==> config.mk <==
export PLATFORM = sky130hd
export DESIGN_NAME = ssg_outbuf
export DESIGN_NICKNAME = d
export VERILOG_FILES = /design/src/rtl/ssg_pkg.sv /design/src/rtl/ssg_outbuf.sv
export SDC_FILE = /design/constraint.sdc
export NUM_CORES = 1
export LEC_CHECK = 0
export ABC_AREA = 1
export BUFFER_PORTS_ARGS = -buffer_cell sky130_fd_sc_hd__buf_2
export CAP_MARGIN = 0
export CORE_MARGIN = 5
export CORE_UTILIZATION = 57
export CTS_CLUSTER_SIZE = 40
export DETAILED_ROUTE_END_ITERATION = 12
export GPL_TIMING_DRIVEN = 0
export PLACE_DENSITY = 0.82
export SETUP_SLACK_MARGIN = 0.5
export SYNTH_ARGS = -nofsm -noshare
export SYNTH_HDL_FRONTEND = slang
export SYNTH_SLANG_ARGS = --single-unit
==> constraint.sdc <==
create_clock -name clock -period 16.91 [get_ports clock]
set_clock_uncertainty 0.05 [all_clocks]
set_input_delay 2.5365 -clock clock [delete_from_list [all_inputs] [get_ports clock]]
set_output_delay 2.5365 -clock clock [all_outputs]
set_load 0.02 [all_outputs]
==> src/rtl/ssg_pkg.sv <==
// Shared types, constants and field helpers for the strided slice gradient scatter.
package ssg_pkg;

   localparam int MAX_DIMS          = 8;
   localparam int DEFAULT_DIMS      = 4;
   localparam int DEFAULT_DATA_BITS = 32;

   localparam int SHAPE_W     = 12;
   localparam int COORD_W     = 13;
   localparam int NORM_W      = COORD_W + 2;
   localparam int ADDR_W      = 48;
   localparam int VALUE_W     = 32;
   localparam int CSR_DATA_W  = 52;
   localparam int CSR_INDEX_W = 3;
   localparam int FIELD_EXT_W = MAX_DIMS * COORD_W;
   localparam int STEP_W      = $clog2(COORD_W);

   localparam logic [CSR_INDEX_W-1:0] CSR_SLICE_MODE      = CSR_INDEX_W'(0);
   localparam logic [CSR_INDEX_W-1:0] CSR_SHAPE_ALL       = CSR_INDEX_W'(1);
   localparam logic [CSR_INDEX_W-1:0] CSR_BEGIN_ALL       = CSR_INDEX_W'(2);
   localparam logic [CSR_INDEX_W-1:0] CSR_END_OR_SIZE_ALL = CSR_INDEX_W'(3);
   localparam logic [CSR_INDEX_W-1:0] CSR_STRIDE_ALL      = CSR_INDEX_W'(4);

   typedef struct packed {
      logic                   en;
      logic [CSR_INDEX_W-1:0] index;
      logic [CSR_DATA_W-1:0]  data;
   } csr_write_type;

   typedef struct packed {
      logic ready;
      logic error;
      logic empty;
   } setup_status_type;

   typedef struct packed {
      logic [ADDR_W-1:0]  out_address;
      logic [VALUE_W-1:0] out_value;
      logic               last;
      logic               config_error;
   } rsp_type;

   // Write to a defined register.
   function automatic logic csr_hit(input csr_write_type wr);
      return wr.en && (wr.index <= CSR_STRIDE_ALL);
   endfunction

   // Dimension 0 sits in the highest bits; fields past the register read as zero.
   function automatic logic [SHAPE_W-1:0] shape_field(input logic [ADDR_W-1:0] packed_val,
                                                     input int dims, input int dim);
      logic [FIELD_EXT_W-1:0] ext;
      ext = FIELD_EXT_W'(packed_val) >> ((dims - 1 - dim) * SHAPE_W);
      return ext[SHAPE_W-1:0];
   endfunction

   function automatic logic [COORD_W-1:0] coord_field(input logic [CSR_DATA_W-1:0] packed_val,
                                                     input int dims, input int dim);
      logic [FIELD_EXT_W-1:0] ext;
      ext = FIELD_EXT_W'(packed_val) >> ((dims - 1 - dim) * COORD_W);
      return ext[COORD_W-1:0];
   endfunction

   function automatic logic signed [NORM_W-1:0] sext_coord(input logic [COORD_W-1:0] v);
      return NORM_W'(signed'(v));
   endfunction

endpackage

==> src/rtl/ssg_outbuf.sv <==
// Two-entry result buffer between the address generator and the response port.
module ssg_outbuf (
   input  logic             clock,
   input  logic             reset,
   input  logic             push,
   input  ssg_pkg::rsp_type push_data,
   output logic             full,
   output logic             out_valid,
   input  logic             out_ready,
   output ssg_pkg::rsp_type out_data
);
   import ssg_pkg::*;

   localparam int DEPTH = 2;
   localparam int CNT_W = $clog2(DEPTH + 1);

   rsp_type          entry_ff [DEPTH];
   logic             wr_ptr_ff;
   logic             rd_ptr_ff;
   logic [CNT_W-1:0] count_ff;
   logic             pop;

   assign pop       = out_valid && out_ready;
   assign out_valid = (count_ff != '0);
   assign full      = (count_ff == CNT_W'(DEPTH));
   assign out_data  = entry_ff[rd_ptr_ff];

   always_ff @(posedge clock) begin
      if (reset) begin
         wr_ptr_ff <= 1'b0;
         rd_ptr_ff <= 1'b0;
         count_ff  <= '0;
      end else begin
         if (push) begin
            entry_ff[wr_ptr_ff] <= push_data;
            wr_ptr_ff           <= ~wr_ptr_ff;
         end
         if (pop) begin
            rd_ptr_ff <= ~rd_ptr_ff;
         end
         count_ff <= count_ff + CNT_W'(push) - CNT_W'(pop);
      end
   end

endmodule

==> impl_metrics.ini <==
[sta]
fin_crit_ns = 4.21
setup-tns-final_ns = 0
max_freq_mhz = 238
slew_headroom_pct = 49.7
tightest_slew_ns = 0.752
setup_viol = 0
fin_crit_sh_pct = 24.9
holdWs_ns = 0.443
report.final.slew_viol_count = 0
rsz0062_at_grt = no
hold_viol_final = 0

[pwr]
irDropWorstVdd_mv = 0.0827
power_uw = 1140
leakage_uw = 0.00334
p_per_area_nw_per_um2 = 137

[detailed_routing]
drc = 0
vias_per_cell = 5.08
wire_per_inst_um = 18.0
firstDrtPassIters = 4
drt_iter0_markers = 168
ant_nets = 0
routed_wl_um = 11700
num_vias = 3284

[setup_path]
cp-endpoint = out_data[35]
required_ns = 14.32
cp_cell_sequence = buf_6 > buf_12 > mux2_4 > buf_2
r2r_slack_ns = 14.75
cp_top_family = buffers and inverters
crit_type = reg2out
cpMaxStageDelayCell = dfxtp_1
arrival_ns = 1.62
r2r_cells = 7
r2r-start = wr_ptr_ff$_SDFFE_PP0P_
crit_path_start_kind = flop
path_depth = 4
timing.rr.end = entry_ff[1][3]$_DFFE_PP_
cp_num_buf_inv = 3
cpPeakStageDelay_ns = 0.32
crit_path_end_kind = output pin
critPathMaxFanout = 10

[cells_and_area]
drive_above_1_share_pct = 59.2
diodes = 0
area_growth_pct = 27.1
final-instance-count-excl-fill = 646
final_util_pct = 73.4
nets = 578

[global_route]
grt_pass1_vias = 3588
gr-total-overflow = 0
grt_pass1_wl_um = 18400
grt_max_degree = 32
antenna_found_initial = 0
grt_use_total_pct = 17.2

[cts]
clk_path_buf_depth = 2
cts_tree = done
holdBufCountCts = 0
htree_levels = 4
root_buffer = clkbuf_16
post_cts_buffers = 0
clk_latency_ns = 0.41
cts_buffers = 17
cts-resized-gates = 0
cts_sinks = 169
path_clk_slew_ns = 0.06

[placed_design]
dp_cells = 614
gp_congestion = 0.761
port_buffers = 169
dp_hpwl_um = 8520

[worst_hold_path]
whs_path_depth = 2
hold_path_class = reg2reg

[die]
core_sq_um = 11400
die-area_sq_um = 13800
io_pins = 170
rows = 39
die_x_um = 117
initial_core_util_pct = 57.7
dieHeight_um = 117

[synth]
synthSimpleGateAreaFrac_pct = 1.14
synth_area_leaders = edfxtp_1 75%, mux2_4 18%, buf_12 2.4%, dfxtp_1 1.5%, inv_1 0.51%
synth_fa_ha_area_share_pct = 0.381
syn_area_sq_um = 6560
synth.area.mux_share_pct = 18.6
synth-xor-area-share_pct = 0
synth_top_area_share_pct = 75.0
ys_ff_latch = 169
synth_area_leader_cell = edfxtp_1
synth_nets = 380
synth_top_family_by_area = multiplexers
synth.distinct_cells = 13
netlist_instances = 292
synth_warnings = 0
synth_area_per_cell_sq_um = 22.5
ys_seq_area_share_pct = 76.6
synth_compound_area_share_pct = 0.152

[job]
drv_cap = 0

[run_status]
status = finished clean
[layout make-up]
class | count | area [sq um]
buffer | 9 | 171
inverter | 9 | 33.8
clock buffer | 19 | 433
timing repair buffer | 179 | 980
multi-input combinational | 105 | 1350
fill | 665 | 3030
tap | 143 | 179
clock inverter | 13 | 175
sequential | 169 | 5020
[tightest hold or removal path, stage by stage, from the launching register on]
cell and delay [ns]:
dfxtp_1 0.32, nand2_1 0.06, a21oi_1 0.06
[synth_stat cells (all sizes together)]
library cell  count
edfxtp          164
ha                2
nor2              9
a21oi             2
buf               9
nand3             2
dfxtp             5
inv               9
nor3              1
nand2             7
mux2             82
[sequential cells by signal, indices dropped and copies added (netlist names), named ones only]
register and cells:
count_ff 2, entry_ff 164, rd_ptr_ff 1, wr_ptr_ff 1
[routing by layer]
metal | vias up | track usage [%] | wire, um
met1 | 1617 | 19.2 | 4120
li1 | 1532 | - | -
met3 | 23 | 5.82 | 811
met4 | 0 | 7.40 | 261
met5 | - | 0 | 0
met2 | 112 | 30.0 | 6470
[report_power, final]
part	switching, uW	total [uW]	internal (uW)
clock network	146	393	246
registers	5.86	484	478
logic	137	265	129
total	289	1140	853
[worst min path at each step]
stage	slack, ns	end	start
finish	0.44	wr_ptr_ff$_SDFFE_PP0P_	wr_ptr_ff$_SDFFE_PP0P_
global route	0.46	wr_ptr_ff$_SDFFE_PP0P_	wr_ptr_ff$_SDFFE_PP0P_
CTS	0.44	wr_ptr_ff$_SDFFE_PP0P_	wr_ptr_ff$_SDFFE_PP0P_
detailed placement	0.44	wr_ptr_ff$_SDFFE_PP0P_	wr_ptr_ff$_SDFFE_PP0P_
global placement	0.40	wr_ptr_ff$_SDFFE_PP0P_	wr_ptr_ff$_SDFFE_PP0P_
floorplan	0.39	wr_ptr_ff$_SDFFE_PP0P_	wr_ptr_ff$_SDFFE_PP0P_
[metrics by stage]
step	setup WS, ns	cell area, sq um
floorplan	8.01	6560
global placement	5.43	7590
detailed placement	12.42	7730
CTS	12.67	8340
global route	12.64	8340
finish	12.70	8340
[cell usage in the layout, fill, tap and decap left out, drive strengths merged]
cell type / instances
a21oi: 2
buf: 188
bufinv: 4
clkbuf: 19
clkinv: 7
dfxtp: 5
edfxtp: 164
ha: 2
inv: 11
mux2: 82
nand2: 7
nand3: 2
nor2: 9
nor3: 1
[cell families (layout without fill, tap and decap cells)]
family	count (synthesis)	after routing
flip-flops	169	169
adder cells (fa/ha/maj)	2	2
AO/OA/AOI/OAI	2	2
buffers and inverters	18	229
AND/OR/NAND/NOR	19	19
multiplexers	82	82
(Power assumes the default switching activity.)
