File: src/rtl/ssg_pkg.sv
// Shared types, constants and field helpers for the strided slice gradient scatter.
package ssg_pkg;

   localparam int MAX_DIMS          = 8;
   localparam int DEFAULT_DIMS      = 4;
   localparam int DEFAULT_DATA_BITS = 32;

   localparam int SHAPE_W     = 12;
   localparam int COORD_W     = 13;
   localparam int NORM_W      = COORD_W + 2;
   localparam int ADDR_W      = 48;
   localparam int VALUE_W     = 32;
   localparam int CSR_DATA_W  = 52;
   localparam int CSR_INDEX_W = 3;
   localparam int FIELD_EXT_W = MAX_DIMS * COORD_W;
   localparam int STEP_W      = $clog2(COORD_W);

   localparam logic [CSR_INDEX_W-1:0] CSR_SLICE_MODE      = CSR_INDEX_W'(0);
   localparam logic [CSR_INDEX_W-1:0] CSR_SHAPE_ALL       = CSR_INDEX_W'(1);
   localparam logic [CSR_INDEX_W-1:0] CSR_BEGIN_ALL       = CSR_INDEX_W'(2);
   localparam logic [CSR_INDEX_W-1:0] CSR_END_OR_SIZE_ALL = CSR_INDEX_W'(3);
   localparam logic [CSR_INDEX_W-1:0] CSR_STRIDE_ALL      = CSR_INDEX_W'(4);

   typedef struct packed {
      logic                   en;
      logic [CSR_INDEX_W-1:0] index;
      logic [CSR_DATA_W-1:0]  data;
   } csr_write_type;

   typedef struct packed {
      logic ready;
      logic error;
      logic empty;
   } setup_status_type;

   typedef struct packed {
      logic [ADDR_W-1:0]  out_address;
      logic [VALUE_W-1:0] out_value;
      logic               last;
      logic               config_error;
   } rsp_type;

   // Write to a defined register.
   function automatic logic csr_hit(input csr_write_type wr);
      return wr.en && (wr.index <= CSR_STRIDE_ALL);
   endfunction

   // Dimension 0 sits in the highest bits; fields past the register read as zero.
   function automatic logic [SHAPE_W-1:0] shape_field(input logic [ADDR_W-1:0] packed_val,
                                                     input int dims, input int dim);
      logic [FIELD_EXT_W-1:0] ext;
      ext = FIELD_EXT_W'(packed_val) >> ((dims - 1 - dim) * SHAPE_W);
      return ext[SHAPE_W-1:0];
   endfunction

   function automatic logic [COORD_W-1:0] coord_field(input logic [CSR_DATA_W-1:0] packed_val,
                                                     input int dims, input int dim);
      logic [FIELD_EXT_W-1:0] ext;
      ext = FIELD_EXT_W'(packed_val) >> ((dims - 1 - dim) * COORD_W);
      return ext[COORD_W-1:0];
   endfunction

   function automatic logic signed [NORM_W-1:0] sext_coord(input logic [COORD_W-1:0] v);
      return NORM_W'(signed'(v));
   endfunction

endpackage

File: src/rtl/ssg_walk.sv
// Coordinate counter and address generator: one slice element per beat.
module ssg_walk #(
   parameter int DIMS      = ssg_pkg::DEFAULT_DIMS,
   parameter int DATA_BITS = ssg_pkg::DEFAULT_DATA_BITS
) (
   input  logic                                clock,
   input  logic                                reset,
   input  logic                                abort,
   input  logic                                accept,
   input  logic [ssg_pkg::VALUE_W-1:0]         grad_value,
   input  ssg_pkg::setup_status_type           status,
   input  logic signed [ssg_pkg::COORD_W-1:0]  eff_begin  [DIMS],
   input  logic signed [ssg_pkg::COORD_W-1:0]  eff_end    [DIMS],
   input  logic signed [ssg_pkg::COORD_W-1:0]  eff_stride [DIMS],
   input  logic        [ssg_pkg::ADDR_W-1:0]   begin_off  [DIMS],
   input  logic        [ssg_pkg::ADDR_W-1:0]   step_off   [DIMS],
   output logic                                result_valid,
   output ssg_pkg::rsp_type                    result
);
   import ssg_pkg::*;

   localparam logic [VALUE_W-1:0] DATA_MASK = VALUE_W'((65'd1 << DATA_BITS) - 65'd1);

   logic                      active_ff;
   logic signed [COORD_W-1:0] coord_ff [DIMS];
   logic [ADDR_W-1:0]         off_ff   [DIMS];

   logic signed [COORD_W-1:0] cur_coord  [DIMS];
   logic [ADDR_W-1:0]         cur_off    [DIMS];
   logic signed [NORM_W-1:0]  nxt        [DIMS];
   logic [DIMS-1:0]           past;
   logic [DIMS-1:0]           advance;
   logic [DIMS-1:0]           reload;
   logic signed [COORD_W-1:0] coord_in   [DIMS];
   logic [ADDR_W-1:0]         off_in     [DIMS];
   logic [ADDR_W-1:0]         addr;
   logic                      wrapped;
   logic                      start_err;
   logic                      drop;
   logic                      step_ok;

   always_comb begin
      for (int d = 0; d < DIMS; d++) begin
         cur_coord[d] = active_ff ? coord_ff[d] : eff_begin[d];
         cur_off[d]   = active_ff ? off_ff[d] : begin_off[d];
         nxt[d]       = sext_coord(cur_coord[d]) + sext_coord(eff_stride[d]);
         past[d]      = eff_stride[d][COORD_W-1] ? (nxt[d] <= sext_coord(eff_end[d]))
                                                 : (nxt[d] >= sext_coord(eff_end[d]));
      end
      // Innermost dimension steps first; carry moves outward on wrap.
      wrapped = 1'b1;
      for (int d = DIMS - 1; d >= 0; d--) begin
         advance[d] = wrapped & ~past[d];
         reload[d]  = wrapped & past[d];
         wrapped    = wrapped & past[d];
      end
      addr = '0;
      for (int d = 0; d < DIMS; d++) begin
         addr = addr + cur_off[d];
      end
      for (int d = 0; d < DIMS; d++) begin
         if (advance[d]) begin
            coord_in[d] = nxt[d][COORD_W-1:0];
            off_in[d]   = cur_off[d] + step_off[d];
         end else if (reload[d]) begin
            coord_in[d] = eff_begin[d];
            off_in[d]   = begin_off[d];
         end else begin
            coord_in[d] = cur_coord[d];
            off_in[d]   = cur_off[d];
         end
      end
   end

   always_comb begin
      start_err    = !active_ff && status.error;
      drop         = !active_ff && !status.error && status.empty;
      step_ok      = accept && !start_err && !drop;
      result_valid = accept && !drop;
      if (start_err) begin
         result.out_address  = '0;
         result.out_value    = '0;
         result.last         = 1'b1;
         result.config_error = 1'b1;
      end else begin
         result.out_address  = addr;
         result.out_value    = grad_value & DATA_MASK;
         result.last         = wrapped;
         result.config_error = 1'b0;
      end
   end

   always_ff @(posedge clock) begin
      if (reset) begin
         active_ff <= 1'b0;
      end else if (abort) begin
         active_ff <= 1'b0;
      end else if (step_ok) begin
         active_ff <= !wrapped;
         coord_ff  <= coord_in;
         off_ff    <= off_in;
      end
   end

endmodule

File: config.mk
export PLATFORM = sky130hd
export DESIGN_NAME = ssg_walk
export DESIGN_NICKNAME = d
export VERILOG_FILES = /design/src/rtl/ssg_pkg.sv /design/src/rtl/ssg_walk.sv
export SDC_FILE = /design/constraint.sdc
export NUM_CORES = 2
export LEC_CHECK = 0
export BUFFER_PORTS_ARGS = -buffer_cell sky130_fd_sc_hd__clkbuf_2
export CORE_MARGIN = 1.5
export CORE_UTILIZATION = 49
export CTS_CLUSTER_SIZE = 10
export DETAILED_ROUTE_END_ITERATION = 10
export PLACE_DENSITY = 0.78
export SYNTH_ARGS = -nofsm -noshare
export SYNTH_HDL_FRONTEND = slang
export SYNTH_SLANG_ARGS = --single-unit
File: constraint.sdc
create_clock -name clock -period 55.8 [get_ports clock]
set_input_delay 2.79 -clock clock [delete_from_list [all_inputs] [get_ports clock]]
set_output_delay 2.79 -clock clock [all_outputs]
set_load 0.005 [all_outputs]
==> impl_metrics.tcl <==
set metrics [dict create \
    status "finished clean" \
    via_count 31493 \
    synth_edf_count 244 \
    total_power_w 0.001216 \
    area_delta_synth_final_pct 15.60 \
    worst_path_max_delay_cell "fa_1" \
    register_area_um2 7351 \
    cp-start-kind "input port" \
    relSlewSlack 0.2976 \
    final.min_clock_period_ns 10.72 \
    synth_top_cell_area_share 0.2231 \
    crit_family "compound AO/OA/AOI/OAI gates" \
    dp_hpwl_um 92440 \
    crit_top_cell "fa_1" \
    hold_start "off_ff[93]" \
    antenna_found_initial 45 \
    core_um2 66100 \
    clock-sinks 245 \
    dieArea_um2 68590 \
    slowest_delay_ns 0.68 \
    fillCellCount 6075 \
    grt_pass1_vias 29348 \
    route.detailed.drc 0 \
    cp_max_fo 4 \
    drt_iter0_drc 2833 \
    synthMostInstantiatedCell "a21oi_1" \
    yosys_register_bits 245 \
    crit_chain "clkbuf_2 > mux2i_1 > inv_1 > fa_1 > fa_1 > ha_1 > fa_1 > a21o_1 > a221oi_2 > a21oi_2 > o211a_1 > o31ai_2 > o21a_2 > o31a_4 > o21ai_1 > a31o_2 > xnor2_1 > nor2_1 > clkbuf_2" \
    critPathArrivalTime_ns 7.93 \
    synth_area_leaders "edfxtp_1, ha_1, mux2_2" \
    synth_area_leader_cell "edfxtp_1" \
    wl_per_cell_um 21.65 \
    die_h_um 261.9 \
    worstHoldPathType "flip-flop to flip-flop" \
    avgSynthCellArea_um2 8.593 \
    cts_buffer_depth 3 \
    pre_cts_ws_ns 45.22 \
    synthXorXnorAreaFrac 0.06721 \
    worst_slew_pin_slew_ns 1.045 \
    ios 662 \
    synthMuxAreaShare 0.09780 \
    setup_viol 0 \
    reg2reg_depth 23 \
    ys.flop_type "edfxtp_1" \
    max_freq_ghz 0.09327 \
    synthAdderAreaFrac 0.1929 \
    rsz0062_at_grt "false" \
    synth_cells 3822 \
    rows 94 \
    drive_gt1_frac 0.2360 \
    cts_made_buffers 37 \
    hold_violations 0 \
    ctsRootBufferMaster "clkbuf_16" \
    clkLatencyLatePin_ns 0.57 \
    start_util 0.4969 \
    dr.pass1.iters 5 \
    multi_input_area_um2 24310 \
    min_period_over_period 0.1921 \
    p_per_area_nw_per_um2 32.02 \
    grt_usage 0.3228 \
    cts_resized 0 \
    grt_pass1_wl_um 169700 \
    fin_skew_ns 0.02052 \
    path_class "input port to primary output" \
    syn_area_um2 32840 \
    htreeDepth 2 \
    vdd_drop_max_mv 0.02370 \
    fin_nets 5412 \
    die_x_um 261.9 \
    yosysWarnings 0 \
    critPathBufInv 3 \
    postRouteAntennaNets 0 \
    yosys.area_share.simple 0.1530 \
    synth_top_family_by_area "compound AO/OA/AOI/OAI gates" \
    synth-compound-area-share 0.2281 \
    synth_nets 4846 \
    r2r_slack_ns 48.00 \
    ctsHoldBuffers 0 \
    avgViaCountPerCell 5.923 \
    r2r_start "active_ff" \
    routed_wl_um 115100 \
    r2r-end "off_ff[182]" \
    grt-ovfl-total 0 \
    required_ns 53.01 \
    tritoncts "done" \
    seq_area_frac_synth 0.2237 \
    ys_async_sr_fraction 0 \
    io_buffers 660 \
    whs_path_depth 2 \
    slew_viol_final 0 \
    synthDistinctLibCells 95 \
    hold_end "off_ff[93]" \
    grt_max_degree 89 \
    crit_path_end_kind "primary output" \
    clk_pin_slew_worst_paths_ns 0.05 \
    drv_cap 0 \
    post_cts_buffers 0 \
    worst_slack_ns 45.08 \
    fin_setup_tns_ns 0 \
    power.leakage_nw 16.86 \
    synth_common_cells "a21oi_1, nor2_1, ha_1, nand2_1, mux2_2" \
    gp_congestion 0.9703 \
]
## stage by stage
stage          hold slack [ns]  cell area (um2)  utilization  cells
2_1_floorplan           0.6153            32840            -   3822
4_1_cts                 0.6698            37870       0.5729   5279
3_5_place_dp            0.6467            36810       0.5570   5213
5_1_grt                 0.6870            37920       0.5737   5300
3_3_place_gp            0.6454            36810       0.5570   5213
6_report                0.6748            37970       0.5744   5317
## cells in the final DEF (no fill, tap or decap), types with 8 or more instances in the layout
| cell type | n |
|---|---|
| a21oi_1 | 404 |
| o211ai_1 | 26 |
| or2_2 | 12 |
| and4_1 | 8 |
| clkbuf_2 | 660 |
| xnor2_1 | 148 |
| nand2_1 | 341 |
| a21o_1 | 157 |
| mux2_2 | 247 |
| and2_1 | 18 |
| o21ai_0 | 212 |
| nor3_1 | 40 |
| o21a_1 | 27 |
| a221oi_1 | 15 |
| nor2_1 | 389 |
| a41oi_1 | 9 |
| a211o_1 | 9 |
| and3_1 | 31 |
| mux2i_1 | 43 |
| clkbuf_16 | 37 |
| edfxtp_1 | 244 |
| nand2b_1 | 42 |
| nor2b_1 | 72 |
| a31oi_1 | 78 |
| inv_1 | 155 |
| nand3_1 | 63 |
| clkinv_1 | 10 |
| xor2_1 | 104 |
| ha_1 | 343 |
| buf_4 | 21 |
| a21boi_0 | 12 |
| o31ai_1 | 16 |
| nand4_1 | 40 |
| or3_1 | 21 |
| a211oi_1 | 29 |
| diode_2 | 38 |
| o21bai_1 | 48 |
| clkbuf_1 | 11 |
| fa_1 | 102 |
| o21ai_1 | 12 |
## registers in the layout, indices dropped and copies added (netlist names)
| signal | count |
|---|---|
| active_ff | 1 |
| coord_ff | 52 |
| off_ff | 192 |
## logic make-up after synthesis
logic type | after synthesis
AO/OA/AOI/OAI | 1172
buffers and inverters | 312
AND/OR/NAND/NOR | 1106
flip-flops | 245
adder cells (fa/ha/maj) | 445
multiplexers | 290
XOR/XNOR | 252
## worst reg2reg max path: cells and delay by family (launching register included)
family,cells,cell delay [ns]
compound gates,15,3.49
xor+xnor,1,0.22
fa+ha+maj,2,0.57
buf+inv,2,0.61
flops,1,0.69
mux,1,0.39
simple gates,2,1.55
## where the power goes
group | total (W) | switching (W) | leakage (nW) | internal, W
clock network | 0.000221 | 0.0000996 | 0.516 | 0.000122
registers | 0.000235 | 0.00000206 | 2.22 | 0.000233
logic | 0.000759 | 0.000460 | 14.1 | 0.000300
total | 0.00122 | 0.000561 | 16.9 | 0.000654
## layer usage
metal,routed length (um),up-vias,part of all wire,track usage
li1,-,15261,-,-
met1,46500,14645,0.40,0.4051
met5,239,-,0.0021,0
met4,6436,38,0.056,0.1708
met3,8951,317,0.078,0.06694
met2,52960,1232,0.46,0.5222
## how the worst max path moves through the flow
stage                   from          end  slack (ns)  cells after the start
2_1_floorplan          reset  coord_ff[0]       27.94                      1
3_3_place_gp   begin_off[97]   result[75]       45.24                     19
3_5_place_dp   begin_off[97]   result[75]       45.22                     19
4_1_cts        begin_off[97]   result[75]       45.20                     19
5_1_grt        eff_begin[39]    result[1]       44.85                     21
6_report       begin_off[97]   result[75]       45.08                     19
## area by class of cell
class,count,area share
sequential,245,0.1936
antenna,38,0.002505
tap,864,0.02847
clock inverter,18,0.002340
multi-input combinational,3265,0.6404
timing repair buffer,682,0.09169
clock buffer,48,0.02548
inverter,157,0.01552
(Power assumes the default switching activity.)
